$ cat src/hw/rtl/lrq_pkg.sv
// lrq_pkg: widths, types and constants shared by the look rotation quaternion unit
// no dependencies; imported by every rtl module of the block
package lrq_pkg;

	localparam int IN_WIDTH      = 32;
	localparam int OUT_FRAC_BITS = 14;
	localparam int QOUT_W        = OUT_FRAC_BITS + 2;
	localparam int BASIS_FRAC    = 30;

	// normalizer datapath
	localparam int UV_W   = 64;
	localparam int LANES  = 4;
	localparam int LEAD_W = $clog2(UV_W);
	localparam int NM_W   = 23;
	localparam int SQ_W   = 2 * NM_W;
	localparam int SUM_W  = SQ_W + 2;
	localparam int RT_W   = SUM_W / 2;
	localparam int RM_W   = RT_W + 4;
	localparam int QB     = BASIS_FRAC + 1;
	localparam int NUM_W  = NM_W + QB;
	localparam int DR_W   = RT_W + 1;

	// basis and scaled quaternion words
	localparam int BV_W = BASIS_FRAC + 2;
	localparam int UP_W = BV_W + 1;
	localparam int QS_W = BV_W + 3;
	localparam int SB_W = 3 * BV_W + 1;

	localparam int FQ_DEPTH = 4;
	localparam int FQ_AW    = $clog2(FQ_DEPTH);

	typedef logic signed [UV_W-1:0] lane_t;
	typedef logic signed [BV_W-1:0] bv_t;
	typedef logic signed [UP_W-1:0] upv_t;
	typedef logic signed [QS_W-1:0] qs_t;

	typedef struct packed {
		logic           ok;
		qs_t [3:0]      q;
	} qent_t;

	typedef struct packed {
		logic  valid;
		qent_t ent;
	} qlink_t;

	typedef struct packed {
		logic             v;
		logic             ok;
		logic [LANES-1:0] neg;
		logic [SB_W-1:0]  sb;
	} uvmeta_t;

endpackage

$ cat src/hw/rtl/lrq_fifo.sv
// lrq_fifo: short queue of scaled quaternions between the front and the back
// register storage with fill count; uses lrq_pkg
module lrq_fifo (
	input  logic             clk,
	input  logic             arst_n,
	input  lrq_pkg::qlink_t  enq,
	output logic             full,
	input  logic             pop,
	output lrq_pkg::qlink_t  deq
);
	import lrq_pkg::*;

	qent_t              mem_q [FQ_DEPTH];
	logic [FQ_AW-1:0]   wp_q, rp_q;
	logic [FQ_AW:0]     cnt_q;
	logic               push, take;

	assign full      = cnt_q == (FQ_AW+1)'(FQ_DEPTH);
	assign push      = enq.valid && !full;
	assign deq.valid = cnt_q != '0;
	assign take      = pop && deq.valid;

	always_ff @(posedge clk) begin
		if (push) mem_q[wp_q] <= enq.ent;
	end

	always_ff @(posedge clk or negedge arst_n) begin
		if (!arst_n) begin
			wp_q  <= '0;
			rp_q  <= '0;
			cnt_q <= '0;
		end else begin
			if (push) wp_q <= wp_q + 1'b1;
			if (take) rp_q <= rp_q + 1'b1;
			case ({push, take})
				2'b10:   cnt_q <= cnt_q + 1'b1;
				2'b01:   cnt_q <= cnt_q - 1'b1;
				default: cnt_q <= cnt_q;
			endcase
		end
	end

	assign deq.ent = mem_q[rp_q];

endmodule

$ cat config.mk
export PLATFORM = sky130hd
export DESIGN_NAME = lrq_fifo
export DESIGN_NICKNAME = d
export VERILOG_FILES = /design/src/hw/rtl/lrq_pkg.sv /design/src/hw/rtl/lrq_fifo.sv
export SDC_FILE = /design/constraint.sdc
export NUM_CORES = 1
export LEC_CHECK = 0
export BUFFER_PORTS_ARGS = -buffer_cell sky130_fd_sc_hd__buf_2
export CAP_MARGIN = 20
export CELL_PAD_IN_SITES_DETAIL_PLACEMENT = 1
export CELL_PAD_IN_SITES_GLOBAL_PLACEMENT = 1
export CORE_ASPECT_RATIO = 0.8
export CORE_MARGIN = 1
export CORE_UTILIZATION = 54
export DETAILED_ROUTE_END_ITERATION = 6
export PLACE_DENSITY = 0.84
export SYNTH_ARGS = -nofsm -noshare
export SYNTH_HDL_FRONTEND = slang
export SYNTH_SLANG_ARGS = --single-unit
$ cat constraint.sdc
create_clock -name clk -period 9.7 [get_ports clk]
set_input_delay 2.91 -clock clk [delete_from_list [all_inputs] [get_ports clk]]
set_output_delay 2.91 -clock clk [all_outputs]
set_load 0.005 [all_outputs]
==> results.ini <==
[status]
status = completed

[sta]
timing.fmax_ghz = 0.163
setup_viol = 0
skew_ns = 0.0242
hold_violations = 0
slew_headroom_pct = 26.6
fin_crit_ns = 6.13
post-route-period-util_pct = 63.2
drv_slew = 0
hold-worst-slack_ns = 0.560
setup_tns_ns = 0
rsz0062_at_grt = no
final.setup.worst_slack_ns = 3.57
tightestPinTransition_ns = 1.10

[layout]
syn_to_final_growth_pct = 17.5
fin_area_sq_um = 24400
layout-drive-gt1-share_pct = 45.8
layout.nets = 1245

[logic_synthesis]
synth_area_leader_cell = edfxtp_1
synth_warnings = 0
ys_ff_latch = 571
synthesis.nets = 925
synth_common_cells = edfxtp_1, mux4_2, buf_2, buf_6, dfrtp_1
syn_avg_cell_area_sq_um = 26.8
synth.cell_area_sq_um = 20700
synth_most_common_cell = edfxtp_1
synth_top_area_share_pct = 81.7
ys_types = 21
async_reset_ff_share_pct = 1.23
ys.flop_type = edfxtp_1
netlist_top_cells_area = edfxtp_1, mux4_2, dfrtp_1
synth_seq_area_share_pct = 82.5
syn_inst = 774
synth_edf_count = 564

[worst_setup_path]
r2r-start = cnt_q[0]
crit_start = rp_q[0]
worst-r2r-cell-count = 4
r2r_end = mem_q[0][42]
r2r_setup_slack_ns = 6.80
startpoint_type = flop
critPathArrivalTime_ns = 3.22
cp-end-kind = output pin
required_ns = 6.79
crit_type = flop to output pin
critPathCapture = deq[62]
path_max_fanout = 100

[placed_design]
place_area_sq_um = 22700
dp_hpwl_microns = 27200
gp_congestion = 0.728
dp_slack_ns = 4.07
port-buffer-count = 287

[pwr]
comb_power_share_pct = 26.2
clkPwrFrac_pct = 27.0
seqPwrFrac_pct = 46.8
leakage_nw = 8.28
ir_drop_mv = 0.248
switching_share_pct = 28.0
p_int_w = 0.00538
p_switching_w = 0.00209
powerDensity_nw_per_um2 = 306

[clock_network]
clk_path_buf_depth = 3
cts.sinks = 571
holdBufCountCts = 0
cts-root-buf = clkbuf_16
htree_levels = 2
tritoncts = done
postCtsSetupBuffers = 0
post_cts_resized = 0
worstSkewPairLatency_ns = 0.57
clk_pin_slew_ns = 0.07
cts_made_buffers = 52

[floorplan]
start_util_pct = 55.4
fp.dieW_microns = 221
coreArea_sq_um = 37400
die_h_microns = 177
rows = 63
ios = 288
die_area_sq_um = 39200

[route]
post_drt_wl_per_cell_microns = 27.0
num_vias = 9289
firstDrtPassIters = 5
wirelength_microns = 44000
drtIter0Drc = 561
drc = 0
antenna_left = 0
avgViaCountPerCell = 5.71

[grt]
grt_pass1_vias = 10169
grt_antenna_before_repair = 10
grt.total_usage_pct = 22.7
grt_overflow_total = 0
grt_pass1_wl_microns = 64600
grt_max_degree = 101

[flow_run]
max_cap_violations = 0

[worst_hold_path]
hold_class = flop to flop

[per-layer routing]
| layer | wire, microns | GRT usage, % |
|---|---|---|
| met1 | 17400 | 29.0 |
| met2 | 23200 | 40.1 |
| met3 | 2600 | 5.20 |
| met4 | 782 | 5.07 |
| met5 | 79 | 0 |
[how the worst min path moves through the flow]
stage | startpoint | endpoint | slack [ns] | cells past startpoint
6_report | cnt_q[2] | cnt_q[2] | 0.56 | 1
4_1_cts | cnt_q[2] | cnt_q[2] | 0.57 | 1
5_1_grt | cnt_q[2] | cnt_q[2] | 0.59 | 1
2_1_floorplan | cnt_q[2] | cnt_q[2] | 0.47 | 1
3_5_place_dp | cnt_q[2] | cnt_q[2] | 0.53 | 1
3_3_place_gp | cnt_q[2] | cnt_q[2] | 0.50 | 1
[cell families (layout without fill, tap and decap cells)]
family	after synthesis	count (layout)	share of synthesized area, %
simple gates	9	9	0.253
flops	571	571	82.5
mux	143	143	15.4
xor+xnor	6	6	0.253
compound gates	1	1	0.0422
buf+inv	38	399	1.13
other cells	0	5	0
fa+ha+maj	6	6	0.398
[metrics by stage]
step | instances | total power [W] | utilization [%]
final | 1627 | 0.00746 | 65.1
after global routing | 1623 | 0.00775 | 65.1
after CTS | 1622 | 0.00756 | 65.1
after detailed placement | 1527 | 0.00554 | 60.6
after global placement | 1527 | 0.00543 | 60.6
after floorplan | 774 | 0.00473 | -
[final cells by class]
cell class | instances | area (sq um)
antenna | 5 | 12.5
clock buffer | 71 | 1420
clock inverter | 24 | 250
fill | 3003 | 13100
inverter | 6 | 22.5
multi-input combinational | 165 | 3400
sequential | 571 | 17100
tap | 487 | 609
timing repair buffer | 298 | 1530
[power by group through the flow]
stage / clock, W / combinational, W / sequential (W)
2_1_floorplan: 0 / 0.00128 / 0.00344
4_1_cts: 0.00205 / 0.00201 / 0.00350
5_1_grt: 0.00212 / 0.00209 / 0.00354
3_3_place_gp: 0 / 0.00194 / 0.00349
6_report: 0.00201 / 0.00196 / 0.00349
3_5_place_dp: 0 / 0.00199 / 0.00355
[cell usage in the layout, fill, tap and decap left out, types with 4 or more instances in the layout]
cell,netlist,final
inv_1,6,6
clkbuf_16,0,53
clkinv_1,0,6
mux4_2,141,141
diode_2,0,5
buf_4,1,10
and2_4,0,4
ha_1,5,5
buf_2,17,287
bufinv_16,0,5
clkbuf_1,5,15
edfxtp_1,564,564
clkinv_2,0,9
dfrtp_1,7,5
[flip-flops by register name, indices dropped and copies added (netlist names)]
register and flops:
mem_q 564, wp_q 2, rp_q 2, cnt_q 3
[critical path, stage by stage (launching register included)]
cell and delay, ns:
dfrtp_4 1.02, buf_12 0.69, mux4_2 0.65, buf_2 0.16
No activity file was read; power rests on OpenSTA's default activity.
